File: src/rsc_pkg.sv
// Package for the recursive systematic convolutional encoder.
// Holds the configuration register codes, the back-end state type and the result
// record. It has no dependencies.
package rsc_pkg;

  // Widths of the configuration port and its registers.
  localparam int CFG_INDEX_W = 2;
  localparam int CFG_DATA_W  = 16;
  localparam int POLY_W      = 16;
  localparam int KLEN_W      = 5;

  // Configuration register indexes.
  typedef enum logic [CFG_INDEX_W-1:0] {
    CFG_FEEDBACK_POLY     = 2'd0,
    CFG_FORWARD_POLY      = 2'd1,
    CFG_CONSTRAINT_LENGTH = 2'd2,
    CFG_TERMINATE_BLOCK   = 2'd3
  } cfg_reg_t;

  // Back-end sequencer states.
  typedef enum logic [1:0] {
    BK_DATA,
    BK_TAIL_BIT,
    BK_TAIL_PAR
  } back_state_t;

  // One result item as it appears on the output side.
  typedef struct packed {
    logic code_bit;
    logic is_tail;
    logic last;
  } result_t;

  // Status reported by the back end to the top level.
  typedef struct packed {
    logic in_tail;
    logic q_pop;
  } back_status_t;

endpackage

File: src/rsc_encoder_with_tail_core.sv
// Top level of the recursive systematic convolutional encoder with tail.
// Depends on rsc_pkg, rsc_front, rsc_queue, rsc_back and rsc_step.
//
// Usage:
// Information bits enter through a queue-like port: push with info_bit and
// block_end; a request is taken at a clock edge where push is high and full low.
// Results leave through a second queue-like port: while empty is low the oldest
// result sits on code_bit, is_tail and last, and pop takes it.
// Each information bit gives one parity result. When block_end is set and
// terminate_block is 1, 2*(K-1) tail results follow (tail bit, then parity).
// Each request goes through the request queue and then the output register.
// One request per cycle is taken while full is low; a terminated block end
// holds the back end for its tail results, one per cycle while the receiver pops.
// The front end keeps taking requests meanwhile until the two-entry request
// queue fills, then raises full. When the receiver stops popping, the output
// register holds its result, the back end waits and the queue fills behind it.
// Reset clears the encoder register, the request queue, the output register and
// the back-end sequencer and loads the registers with feedback 13, forward 11,
// K = 4 and termination on. The user writes configuration through cfg_write,
// cfg_index and cfg_data only while idle; the block does not enforce this.
module rsc_encoder_with_tail_core #(
  parameter int MAX_CONSTRAINT = 16
) (
  input  logic                           clk,
  input  logic                           rst,
  input  logic                           push,
  output logic                           full,
  input  logic                           info_bit,
  input  logic                           block_end,
  output logic                           empty,
  input  logic                           pop,
  output logic                           code_bit,
  output logic                           is_tail,
  output logic                           last,
  input  logic                           cfg_write,
  input  logic [rsc_pkg::CFG_INDEX_W-1:0] cfg_index,
  input  logic [rsc_pkg::CFG_DATA_W-1:0]  cfg_data
);

  localparam int KW = MAX_CONSTRAINT;
  localparam int MW = $clog2(KW);

  logic [rsc_pkg::POLY_W-1:0] feedback_poly;
  logic [rsc_pkg::POLY_W-1:0] forward_poly;
  logic [rsc_pkg::KLEN_W-1:0] constraint_length;
  logic                       terminate_block;

  logic [MW-1:0]         mem;
  logic [KW-1:0]         top_bit;
  logic [KW-1:0]         mmask_full;
  logic [KW-1:0]         kmask;
  logic [KW-1:0]         fb;
  logic [KW-1:0]         ff;
  logic                  q_full;
  logic                  q_wr;
  logic [KW:0]           q_wdata;
  logic                  q_valid;
  logic [KW:0]           q_rdata;
  logic                  q_pop;
  rsc_pkg::result_t      res;
  rsc_pkg::back_status_t bk_status;

  // Configuration registers.
  always_ff @(posedge clk) begin
    if (rst) begin
      feedback_poly     <= rsc_pkg::POLY_W'(13);
      forward_poly      <= rsc_pkg::POLY_W'(11);
      constraint_length <= rsc_pkg::KLEN_W'(4);
      terminate_block   <= 1'b1;
    end else if (cfg_write) begin
      case (rsc_pkg::cfg_reg_t'(cfg_index))
        rsc_pkg::CFG_FEEDBACK_POLY:     feedback_poly     <= cfg_data;
        rsc_pkg::CFG_FORWARD_POLY:      forward_poly      <= cfg_data;
        rsc_pkg::CFG_CONSTRAINT_LENGTH: constraint_length <= cfg_data[rsc_pkg::KLEN_W-1:0];
        rsc_pkg::CFG_TERMINATE_BLOCK:   terminate_block   <= cfg_data[0];
        default: ;
      endcase
    end
  end

  // Clamp K into range and derive the register length and tap masks.
  always_comb begin
    if (constraint_length < rsc_pkg::KLEN_W'(2)) begin
      mem = MW'(1);
    end else if (32'(constraint_length) > MAX_CONSTRAINT) begin
      mem = MW'(MAX_CONSTRAINT - 1);
    end else begin
      mem = MW'(constraint_length - rsc_pkg::KLEN_W'(1));
    end
    top_bit    = KW'(1) << mem;
    mmask_full = top_bit - KW'(1);
    kmask      = (top_bit << 1) - KW'(1);
    fb         = KW'(feedback_poly) & kmask;
    ff         = KW'(forward_poly) & kmask;
  end

  rsc_front #(.KW(KW)) u_front (
    .clk      (clk),
    .rst      (rst),
    .push     (push),
    .info_bit (info_bit),
    .block_end(block_end),
    .full     (full),
    .terminate(terminate_block),
    .mem      (mem),
    .fb       (fb),
    .ff       (ff),
    .mmask    (mmask_full[KW-2:0]),
    .q_full   (q_full),
    .q_wr     (q_wr),
    .q_data   (q_wdata)
  );

  rsc_queue #(.W(KW + 1)) u_queue (
    .clk     (clk),
    .rst     (rst),
    .wr_en   (q_wr),
    .wr_data (q_wdata),
    .full    (q_full),
    .rd_en   (q_pop),
    .rd_data (q_rdata),
    .nonempty(q_valid)
  );

  rsc_back #(.KW(KW)) u_back (
    .clk    (clk),
    .rst    (rst),
    .q_valid(q_valid),
    .q_data (q_rdata),
    .q_pop  (q_pop),
    .mem    (mem),
    .fb     (fb),
    .ff     (ff),
    .mmask  (mmask_full[KW-2:0]),
    .pop    (pop),
    .res    (res),
    .empty  (empty),
    .status (bk_status)
  );

  assign code_bit = res.code_bit;
  assign is_tail  = res.is_tail;
  assign last     = res.last;

  // A popped tail bit is always followed at once by its parity result.
  a_tail_then_parity: assert property (@(posedge clk) disable iff (rst)
    (pop && !empty && is_tail) |=> (!empty && !is_tail))
    else $error("tail bit not followed by its parity result");

  // A tail bit never closes the results of a request.
  a_tail_not_last: assert property (@(posedge clk) disable iff (rst)
    (!empty && is_tail) |-> !last)
    else $error("tail bit marked as last");

  // While tail pairs are in progress the output register is occupied.
  a_tail_occupies_output: assert property (@(posedge clk) disable iff (rst)
    bk_status.in_tail |-> !empty)
    else $error("output register empty during tail sequence");

  // The back end only takes a request while no tail sequence is running.
  a_pop_outside_tail: assert property (@(posedge clk) disable iff (rst)
    bk_status.q_pop |-> !bk_status.in_tail)
    else $error("request taken during tail sequence");

endmodule

File: src/rsc_step.sv
// One trellis step of the encoder: feedback bit, parity bit and next register.
// Purely combinational; no package dependencies.
module rsc_step #(
  parameter int KW = 16
) (
  input  logic                   bit_in,
  input  logic [KW-2:0]          reg_in,
  input  logic [$clog2(KW)-1:0]  mem,
  input  logic [KW-1:0]          fb,
  input  logic [KW-1:0]          ff,
  output logic                   parity,
  output logic [KW-2:0]          reg_out
);

  logic [KW-1:0] top_bit;
  logic [KW-1:0] full_word;
  logic          feedback;
  logic [KW-1:0] fed_word;

  // The new bit enters at position mem, the feedback replaces it there.
  always_comb begin
    top_bit   = KW'(1) << mem;
    full_word = ({KW{bit_in}} & top_bit) | {1'b0, reg_in};
    feedback  = ^(full_word & fb);
    fed_word  = ({KW{feedback}} & top_bit) | {1'b0, reg_in};
    parity    = ^(fed_word & ff);
    reg_out   = fed_word[KW-1:1];
  end

endmodule

File: src/rsc_queue.sv
// Two-entry request queue between the front and the back end.
// Generic payload width; no package dependencies.
module rsc_queue #(
  parameter int W = 17
) (
  input  logic         clk,
  input  logic         rst,
  input  logic         wr_en,
  input  logic [W-1:0] wr_data,
  output logic         full,
  input  logic         rd_en,
  output logic [W-1:0] rd_data,
  output logic         nonempty
);

  localparam int DEPTH = 2;
  localparam int PTR_W = $clog2(DEPTH);
  localparam int CNT_W = $clog2(DEPTH + 1);

  logic [W-1:0]     slots [DEPTH];
  logic [PTR_W-1:0] wr_ptr;
  logic [PTR_W-1:0] rd_ptr;
  logic [CNT_W-1:0] count;
  logic             do_wr;
  logic             do_rd;

  assign full     = (count == CNT_W'(DEPTH));
  assign nonempty = (count != '0);
  assign rd_data  = slots[rd_ptr];
  assign do_wr    = wr_en && !full;
  assign do_rd    = rd_en && nonempty;

  // Storage for queued requests.
  always_ff @(posedge clk) begin
    if (do_wr) begin
      slots[wr_ptr] <= wr_data;
    end
  end

  // Pointers and occupancy.
  always_ff @(posedge clk) begin
    if (rst) begin
      wr_ptr <= '0;
      rd_ptr <= '0;
      count  <= '0;
    end else begin
      if (do_wr) begin
        wr_ptr <= wr_ptr + PTR_W'(1);
      end
      if (do_rd) begin
        rd_ptr <= rd_ptr + PTR_W'(1);
      end
      if (do_wr && !do_rd) begin
        count <= count + CNT_W'(1);
      end else if (do_rd && !do_wr) begin
        count <= count - CNT_W'(1);
      end
    end
  end

endmodule

File: src/rsc_front.sv
// Front end: accepts information bits, runs the data trellis step and queues a
// request for the back end. Depends on rsc_step.
module rsc_front #(
  parameter int KW = 16
) (
  input  logic                  clk,
  input  logic                  rst,
  input  logic                  push,
  input  logic                  info_bit,
  input  logic                  block_end,
  output logic                  full,
  input  logic                  terminate,
  input  logic [$clog2(KW)-1:0] mem,
  input  logic [KW-1:0]         fb,
  input  logic [KW-1:0]         ff,
  input  logic [KW-2:0]         mmask,
  input  logic                  q_full,
  output logic                  q_wr,
  output logic [KW:0]           q_data
);

  logic [KW-2:0] shift_register;
  logic [KW-2:0] reg_masked;
  logic [KW-2:0] reg_step;
  logic          parity;
  logic          accept;

  assign full       = q_full;
  assign accept     = push && !q_full;
  assign q_wr       = accept;
  assign reg_masked = shift_register & mmask;

  rsc_step #(.KW(KW)) u_step (
    .bit_in (info_bit),
    .reg_in (reg_masked),
    .mem    (mem),
    .fb     (fb),
    .ff     (ff),
    .parity (parity),
    .reg_out(reg_step)
  );

  // Request: tail flag, parity bit and the register after the data step.
  assign q_data = {block_end && terminate, parity, reg_step};

  // The encoder register restarts from zero after every block.
  always_ff @(posedge clk) begin
    if (rst) begin
      shift_register <= '0;
    end else if (accept) begin
      shift_register <= block_end ? '0 : (reg_step & mmask);
    end
  end

endmodule

File: src/rsc_back.sv
// Back end: emits the parity of each request and, for terminated blocks, the
// tail pairs, into an output register. Depends on rsc_pkg and rsc_step.
module rsc_back #(
  parameter int KW = 16
) (
  input  logic                     clk,
  input  logic                     rst,
  input  logic                     q_valid,
  input  logic [KW:0]              q_data,
  output logic                     q_pop,
  input  logic [$clog2(KW)-1:0]    mem,
  input  logic [KW-1:0]            fb,
  input  logic [KW-1:0]            ff,
  input  logic [KW-2:0]            mmask,
  input  logic                     pop,
  output rsc_pkg::result_t         res,
  output logic                     empty,
  output rsc_pkg::back_status_t    status
);

  localparam int MW = $clog2(KW);

  rsc_pkg::back_state_t state;
  rsc_pkg::back_state_t state_next;
  logic                 out_valid;
  logic                 out_valid_next;
  rsc_pkg::result_t     out_res;
  rsc_pkg::result_t     out_res_next;
  logic [KW-2:0]        tail_reg;
  logic [KW-2:0]        tail_reg_next;
  logic                 pend_par;
  logic                 pend_par_next;
  logic [MW-1:0]        cnt;
  logic [MW-1:0]        cnt_next;
  logic                 adv;
  logic                 need_tail;
  logic                 q_parity;
  logic [KW-2:0]        q_reg;
  logic                 tail_bit;
  logic                 tail_par;
  logic [KW-2:0]        tail_step;
  logic                 last_pair;

  assign need_tail = q_data[KW];
  assign q_parity  = q_data[KW-1];
  assign q_reg     = q_data[KW-2:0];
  assign adv       = !out_valid || pop;
  assign last_pair = (cnt == mem - MW'(1));

  // Tail bit that forces the feedback to zero, and its trellis step.
  assign tail_bit = ^(tail_reg & fb[KW-2:0] & mmask);

  rsc_step #(.KW(KW)) u_step (
    .bit_in (tail_bit),
    .reg_in (tail_reg),
    .mem    (mem),
    .fb     (fb),
    .ff     (ff),
    .parity (tail_par),
    .reg_out(tail_step)
  );

  // Next state of the sequencer.
  always_comb begin
    state_next = state;
    case (state)
      rsc_pkg::BK_DATA: begin
        if (adv && q_valid && need_tail) begin
          state_next = rsc_pkg::BK_TAIL_BIT;
        end
      end
      rsc_pkg::BK_TAIL_BIT: begin
        if (adv) begin
          state_next = rsc_pkg::BK_TAIL_PAR;
        end
      end
      rsc_pkg::BK_TAIL_PAR: begin
        if (adv) begin
          state_next = last_pair ? rsc_pkg::BK_DATA : rsc_pkg::BK_TAIL_BIT;
        end
      end
      default: state_next = rsc_pkg::BK_DATA;
    endcase
  end

  // Output register, tail register and pair counter.
  always_comb begin
    q_pop          = 1'b0;
    out_valid_next = out_valid;
    out_res_next   = out_res;
    tail_reg_next  = tail_reg;
    pend_par_next  = pend_par;
    cnt_next       = cnt;
    if (adv) begin
      out_valid_next = 1'b0;
      case (state)
        rsc_pkg::BK_DATA: begin
          if (q_valid) begin
            q_pop          = 1'b1;
            out_valid_next = 1'b1;
            out_res_next   = '{code_bit: q_parity, is_tail: 1'b0, last: !need_tail};
            tail_reg_next  = q_reg;
            cnt_next       = '0;
          end
        end
        rsc_pkg::BK_TAIL_BIT: begin
          out_valid_next = 1'b1;
          out_res_next   = '{code_bit: tail_bit, is_tail: 1'b1, last: 1'b0};
          tail_reg_next  = tail_step;
          pend_par_next  = tail_par;
        end
        rsc_pkg::BK_TAIL_PAR: begin
          out_valid_next = 1'b1;
          out_res_next   = '{code_bit: pend_par, is_tail: 1'b0, last: last_pair};
          cnt_next       = cnt + MW'(1);
        end
        default: out_valid_next = 1'b0;
      endcase
    end
  end

  // Control registers.
  always_ff @(posedge clk) begin
    if (rst) begin
      state     <= rsc_pkg::BK_DATA;
      out_valid <= 1'b0;
      cnt       <= '0;
    end else begin
      state     <= state_next;
      out_valid <= out_valid_next;
      cnt       <= cnt_next;
    end
  end

  // Payload registers.
  always_ff @(posedge clk) begin
    out_res  <= out_res_next;
    tail_reg <= tail_reg_next;
    pend_par <= pend_par_next;
  end

  assign res            = out_res;
  assign empty          = !out_valid;
  assign status.in_tail = (state != rsc_pkg::BK_DATA);
  assign status.q_pop   = q_pop;

endmodule
File: config.mk
export PLATFORM = sky130hd
export DESIGN_NAME = rsc_encoder_with_tail_core
export DESIGN_NICKNAME = d
export VERILOG_FILES = /design/src/rsc_pkg.sv /design/src/rsc_encoder_with_tail_core.sv /design/src/rsc_step.sv /design/src/rsc_queue.sv /design/src/rsc_front.sv /design/src/rsc_back.sv
export SDC_FILE = /design/constraint.sdc
export NUM_CORES = 1
export LEC_CHECK = 0
export BUFFER_PORTS_ARGS = -buffer_cell sky130_fd_sc_hd__buf_2
export CORE_MARGIN = 2
export CORE_UTILIZATION = 57
export CTS_CLUSTER_DIAMETER = 150
export CTS_CLUSTER_SIZE = 25
export DETAILED_ROUTE_END_ITERATION = 8
export PLACE_DENSITY_LB_ADDON = 0.12
export SYNTH_ARGS = -nofsm -noshare
export SYNTH_HDL_FRONTEND = slang
export SYNTH_SLANG_ARGS = --single-unit
File: constraint.sdc
create_clock -name clk -period 6.9 [get_ports clk]
set_input_delay 0.69 -clock clk [delete_from_list [all_inputs] [get_ports clk]]
set_output_delay 0.69 -clock clk [all_outputs]
set_load 0.05 [all_outputs]
* Word-level counts from Yosys, hierarchy flattened
Memory sizes are Yosys's and may differ from the RTL's. A register that Yosys moved wholly into a read port is not among the register bits. Index checks and enable logic that the tools add are counted.
Word-level totals: bits in writable memories 34, memories kept 1, word-level logic and storage cells 118, input port bits 25, bits in registers 83
Operators by class: order comparisons 2, multiplexer cells 24, eq/ne operators 11, add/sub/neg operators 9, reduce and logical (&&, ||, !) cells 36, bitwise gates (word level) 18, shift-type cells 1
Memory list:
- u_queue.slots | depth 2, bits a word 17, read ports 1, clocked after Yosys merged registers in 1, wr ports 1, line rsc_queue.sv:20 | logic [W-1:0] slots [DEPTH];
Operators by type and width (number):
- bitwise AND 16 bit | 10
- bitwise OR 16 x 15 -> 16 bit | 4
- XOR reduction 16 bit | 4
- bitwise AND 15 bit | 4
- two-way mux 15 bit | 2
- one-hot mux 15 bit (2 select lines) | 1
- << shifter 1 x 4 -> 16 bit, first input constant | 1
- subtractor 16 x 1 -> 16 bit, second input constant | 1
- XOR reduction 15 bit | 1
- subtractor 15 x 1 -> 15 bit, second input constant | 1
- two-way mux 4 bit | 3
- AND reduction 3 bit | 4
- two-way mux 2 bit | 5
- AND reduction 2 bit | 5
- one-hot mux 3 bit (3 select lines) | 1
- == test 2 bit, second input constant | 4
- logical AND 1 bit | 8
- two-way mux 1 bit | 8
- != test 2 x 1 -> 1 bit, second input constant | 4
- one-hot mux 4 bit (2 select lines) | 1
- nonzero test 2 bit | 4
- subtractor 4 x 1 -> 4 bit, second input constant | 2
- one-hot mux 2 bit (3 select lines) | 1
- > comparator 5 bit, second input constant | 1
- other kinds (14) | 21

* Longest topological paths before layout
depth after elaboration 17, depth in mapped cells 36, mapped depth without buffers 30

* Modules after synthesis
Synthesis repeated with hierarchy kept, for this count alone.
Second synthesis, totals: cell total of the unflattened synthesis 853, area, all modules 7932.6 um^2
By module, submodules not included:
- rsc_encoder_with_tail_core | area an instance 2203.4 um^2, cells each 295, seq. area each 760.7 um^2, times used 1
- rsc_step | area an instance 920.9 um^2, cells each 125, seq. area each 0.0 um^2, times used 2
- rsc_back | area an instance 1554.0 um^2, cells each 145, seq. area each 710.7 um^2, times used 1
- rsc_queue | area an instance 1445.1 um^2, cells each 78, seq. area each 1121.1 um^2, times used 1
- rsc_front | area an instance 888.4 um^2, cells each 85, seq. area each 300.3 um^2, times used 1

* Least setup slack after synthesis
No wires, ideal clock.
kind register to register, start point register constraint_length[1] in the netlist's numbering, end point register u_back.pend_par, data pin, slack -460 ps, library setup time 268 ps, arrival 7092 ps, cell stages (with the launch flop) 36, path through dfxtp_1 > buf_4 > inv_1 > ha_1 > inv_1 > o21ai_0 > nand2_1 > o21ai_0 > ha_1 > clkbuf_1 > inv_1 > nor4_1 > inv_1 > ha_1 > clkbuf_1 > nand2b_1 > o31ai_1 > nand3_1 > nand3_1 > nand4_1 > xnor2_1 > xnor3_1 > xnor3_2 > xor2_2 > o22a_1 > o32ai_2 > xor2_1 > xnor3_1 > xnor2_1 > buf_4 > buf_8 > a21oi_2 > nor2_1 > xor2_1 > xnor2_1 > xnor3_1
On the way: word-level cells in the longest chain between the ends 17, elaborated cells between the ends (all ways) 21, classes of those cells add/sub (3); order compare (2); shift (1); mux (2); bitwise (10); reduce/logical (3)
Ends and longest elaborated chain:
- from (decl) | line rsc_encoder_with_tail_core.sv:45 | logic [rsc_pkg::KLEN_W-1:0] constraint_length;
- from (signal assigned) | line rsc_encoder_with_tail_core.sv:68 | constraint_length <= rsc_pkg::KLEN_W'(4);
- from (signal assigned) | line rsc_encoder_with_tail_core.sv:74 | rsc_pkg::CFG_CONSTRAINT_LENGTH: constraint_length <= cfg_data[rsc_pkg::KLEN_W-1:0];
- subtractor 4 x 1 -> 4 bit / > comparator 5 bit (equally long branches) | line rsc_encoder_with_tail_core.sv:88, rsc_encoder_with_tail_core.sv:85
- two-way mux 4 bit | line rsc_encoder_with_tail_core.sv:85 | end else if (32'(constraint_length) > MAX_CONSTRAINT) begin
- two-way mux 4 bit * | line rsc_encoder_with_tail_core.sv:83 | if (constraint_length < rsc_pkg::KLEN_W'(2)) begin
- << shifter 1 x 4 -> 16 bit * | line rsc_step.sv:22 | top_bit = KW'(1) << mem;
- subtractor 16 x 1 -> 16 bit | line rsc_encoder_with_tail_core.sv:92 | kmask = (top_bit << 1) - KW'(1);
- bitwise AND 16 bit | line rsc_encoder_with_tail_core.sv:93 | fb = KW'(feedback_poly) & kmask;
- bitwise AND 15 bit (2 in a row) | line rsc_back.sv:51 | assign tail_bit = ^(tail_reg & fb[KW-2:0] & mmask);
- XOR reduction 15 bit | line rsc_back.sv:51
- bitwise AND 16 bit | line rsc_step.sv:23 | full_word = ({KW{bit_in}} & top_bit) | {1'b0, reg_in};
- bitwise OR 16 x 15 -> 16 bit | line rsc_step.sv:23
- bitwise AND 16 bit | line rsc_step.sv:24 | feedback = ^(full_word & fb);
- XOR reduction 16 bit | line rsc_step.sv:24
- bitwise AND 16 bit | line rsc_step.sv:25 | fed_word = ({KW{feedback}} & top_bit) | {1'b0, reg_in};
- bitwise OR 16 x 15 -> 16 bit | line rsc_step.sv:25
- bitwise AND 16 bit * | line rsc_step.sv:26 | parity = ^(fed_word & ff);
- XOR reduction 16 bit * | line rsc_step.sv:26
- via u_back.tail_par | line rsc_back.sv:40 | logic tail_par;
- to (signal assigned) | line rsc_back.sv:139 | pend_par <= pend_par_next;
- to (decl) | line rsc_back.sv:31 | logic pend_par;
Mark *: on every way through the listed nets, which the timed path passes. The rest lies on a longest branch. A chain may end at the register's enable or synchronous reset.

* Final worst setup path
start point register constraint_length[0] in the netlist's numbering, end point register u_back.pend_par, data pin
The elaborated chain is that of the path after synthesis.

==> summary.txt <==
Final layout
  • Final Non-Filler Cells: 1,152
  • Layout Utilization: 0.674
  • # nets final: 1,001
  • Multi-input logic area: 4450 sq um
  • Layout cells sized above 1: 0.178
  • Largest regs: u_queue.slots: 34 flops, feedback_poly: 16 flops, forward_poly: 16 flops
  • N_diodes: 0
  • Area Growth Syn to Fin: 17.0%
  • Largest Register: u_queue.slots
  • Sequential cell area: 2900 sq um
  • # fillers: 1,073
  • Flip-flop count of the largest register after layout: 34

Global routing
  • All-layer global routing usage: 0.359
  • Initial antenna violation count: 1
  • Vias in the first global route: 6,734
  • Largest net degree at the start of global routing: 65
  • First-pass GRT wire length: roughly 38 mm
  • GRT overflow: 0

Clock network
  • CTS clk-pin slew, worst paths: roughly 0.05 ns
  • Total CTS buffers: 17
  • Post-CTS Hold Buffers: 0
  • Maximum buffer depth of the clock tree: 2
  • Clock Latency Late Sink: 0.43 ns
  • H-tree Lvls: 4
  • CTS tree: built
  • Root Driver: clkbuf_16
  • Total clock sinks: about 120

STA
  • Worst Tran Pin Value: 1.28 ns
  • Hold Vio Cnt, Final: 0
  • Hold_ws: 0.458 ns
  • Worst clock skew: between 0.008 and 0.009 ns
  • Slew Limit Fails: 0
  • Final setup violation count: 0
  • Final period util: 0.971
  • Max Clk Rate: between 100 and 150 MHz
  • Fin crit period: between 6 and 7 ns
  • Worst relative slew slack: 0.147

Floorplan
  • Initial cell density of the core: 0.576
  • Row count: 42
  • # IOs: 30
  • Die Area: 14,200 sq um
  • Core ar.: 13,100 sq um
  • Die W: 119 um
  • Die H: 119 um

Critical path
  • Worst path max stage delay: 0.49 ns
  • Worst R2R Path Depth: 30
  • Slowest CP cell: xnor3_2
  • Critical path type: reg -> reg
  • Type of element launching the critical path: register
  • R2r startpoint: constraint_length[0]
  • Crit path DAT: about 7 ns
  • RR Endpoint: u_back.pend_par
  • CP startpoint: constraint_length[0]
  • Cell mode on critical path: xnor3_1
  • WP data required: roughly 7.1 ns
  • CP endpoint kind: register
  • Crit-path max FO: 10
  • R2r setup slk: 0.20 ns

Place
  • Gp weighted congestion: approximately 1.1
  • Placed Cells: 1,110
  • Port-buffer cells: 29
  • Post-DP HPWL: 18.4 mm

Power and ir drop
  • Pwr Total: 3.30 mW
  • Peak VDD IR: 245 uV
  • P per Cell Area: 374 nW/um^2
  • LEAKAGE: roughly 3.3 nW

Detailed routing
  • DR DRC count: 0
  • Wire per inst: around 22 um
  • Total vias in the final route: 7,325
  • Total Wirelength: around 25 mm
  • Post-route ant nets: 0
  • DRT Pass-1 Iters: 6
  • Via density per instance: approximately 6.4
  • 1st-iter DRT viols: 773

Yosys
  • Compound-Gate Fraction of Synth Area: 0.189
  • Post-synth EDFFs: 53
  • Predominant post-synthesis flop cell: dfxtp_1
  • Syn avg cell area: 8.30 sq um
  • Post-Synth Simple-Gate Area: 0.254
  • Cell with the most instances after synthesis: nand2_1
  • Mux contribution to synthesized area: 0.0148
  • Post-Synthesis Cells: 908
  • Top post-synthesis cells by count: nand2_1 (173), a21oi_1 (87), nor2_1 (70)
  • FFs w/ async S/R, synth: 0
  • Synthesized Nets: ~950
  • Area contributors post-synth: edfxtp_1 (21%), dfxtp_1 (17%), nand2_1 (8.6%), a21oi_1 (5.8%), xnor2_1 (5.2%)
  • Part of the Yosys area used for sequential elements: 0.384
  • Synth Area in XOR/XNOR: 0.0917
  • Area leader, netlist: edfxtp_1
  • Synth top area share: 0.211
  • Synth cell types: 78
  • Largest family of logic cells by synthesized area: simple AND/OR/NAND/NOR gates
  • Cell Area, Synth: between 7000 and 8000 sq um
  • Adder-Cell Fraction of Synth Area: 0.0216
  • Syn. warnings: 0
  • Synth Register Bits: approximately 120

Worst hold path
  • Worst hold path class: reg -> reg
  • WHS Endpoint: u_front.shift_register[8]
  • Hold depth: 2
  • Hold path start: u_front.shift_register[8]

Outcome
  • Status: complete, no violations

Flow run
  • Max Cap Viol: 0
-- layout by cell type (no fill, tap or decap), types with 7 or more instances in the layout --
cell,instances
nand2_1,173
a21oi_1,84
nor2_1,68
dfxtp_1,63
buf_4,53
edfxtp_1,53
xnor2_1,41
o21ai_0,33
nand3_1,31
buf_2,30
inv_1,22
nor2b_1,22
xor2_1,19
clkbuf_16,18
and2_1,17
a211oi_1,15
nand3b_1,10
ha_1,10
mux2i_1,9
nor3_1,8
nand4_1,8
a21oi_2,8
a22oi_1,8
nand2b_1,7
o21a_1,7
or3_1,7
a31oi_1,7
nand4b_1,7
-- through the flow --
stage | area [sq um] | setup slack (ns) | TNS, ns
4_1_cts | 8620 | 0.0952 | 0
2_1_floorplan | 7560 | 0.141 | 0
3_5_place_dp | 8050 | -0.0494 | -0.0494
6_report | 8820 | 0.200 | 0
3_3_place_gp | 8050 | 0.166 | 0
5_1_grt | 8820 | -0.0289 | -0.0289
-- per-layer routing --
metal | global-route usage | vias up | share of wire
li1 | - | 3314 | -
met1 | 0.472 | 3475 | 0.40
met2 | 0.551 | 443 | 0.45
met3 | 0.0824 | 93 | 0.093
met4 | 0.193 | 0 | 0.051
met5 | 0 | - | 0
-- final cells by class --
cell class | instances | area share
clock buffer | 21 | 0.0546
clock inverter | 11 | 0.00823
inverter | 25 | 0.0112
multi-input combinational | 714 | 0.505
sequential | 118 | 0.328
tap | 176 | 0.0250
timing repair buffer | 87 | 0.0673
-- report_power, final --
part / switching [mW] / internal (mW)
clock network: 0.330 / 0.498
registers: 0.146 / 0.913
logic: 0.823 / 0.592
total: 1.30 / 2.00
-- worst max-delay path: cells and delay by family (launching register included) --
family / cells / cell delay (ns)
adder cells (fa/ha/maj): 3 / 0.70
AND/OR/NAND/NOR: 4 / 0.95
flip-flops: 1 / 0.32
AO/OA/AOI/OAI: 8 / 1.10
XOR/XNOR: 9 / 2.58
buffers and inverters: 6 / 0.80
-- how the worst max path moves through the flow --
stage	endpoint	slack, ns	cells after the start
after CTS	u_back.pend_par	0.1	31
after detailed placement	u_back.pend_par	-0.05	32
after global placement	u_back.pend_par	0.17	27
after floorplan	u_back.pend_par	0.14	35
after global routing	u_back.pend_par	-0.03	29
final	u_back.pend_par	0.20	30
-- kinds of logic (layout without fill, tap and decap cells) --
| logic type | Yosys count | after routing |
|---|---|---|
| multiplexers | 11 | 11 |
| buffers and inverters | 76 | 144 |
| AND/OR/NAND/NOR | 397 | 397 |
| XOR/XNOR | 70 | 70 |
| flip-flops | 118 | 118 |
| AO/OA/AOI/OAI | 223 | 223 |
| adder cells (fa/ha/maj) | 13 | 13 |
-- timing repair --
action | 4_1_cts | 5_1_grt
hold endpoints to repair | 0 | 0
cloned | 0 | 1
buffers inserted | 1 | 8
gates resized for setup | 3 | 34
setup endpoints to repair | 1 | 1
pin swaps | 3 | 17
No activity file was read; power rests on OpenSTA's default activity.
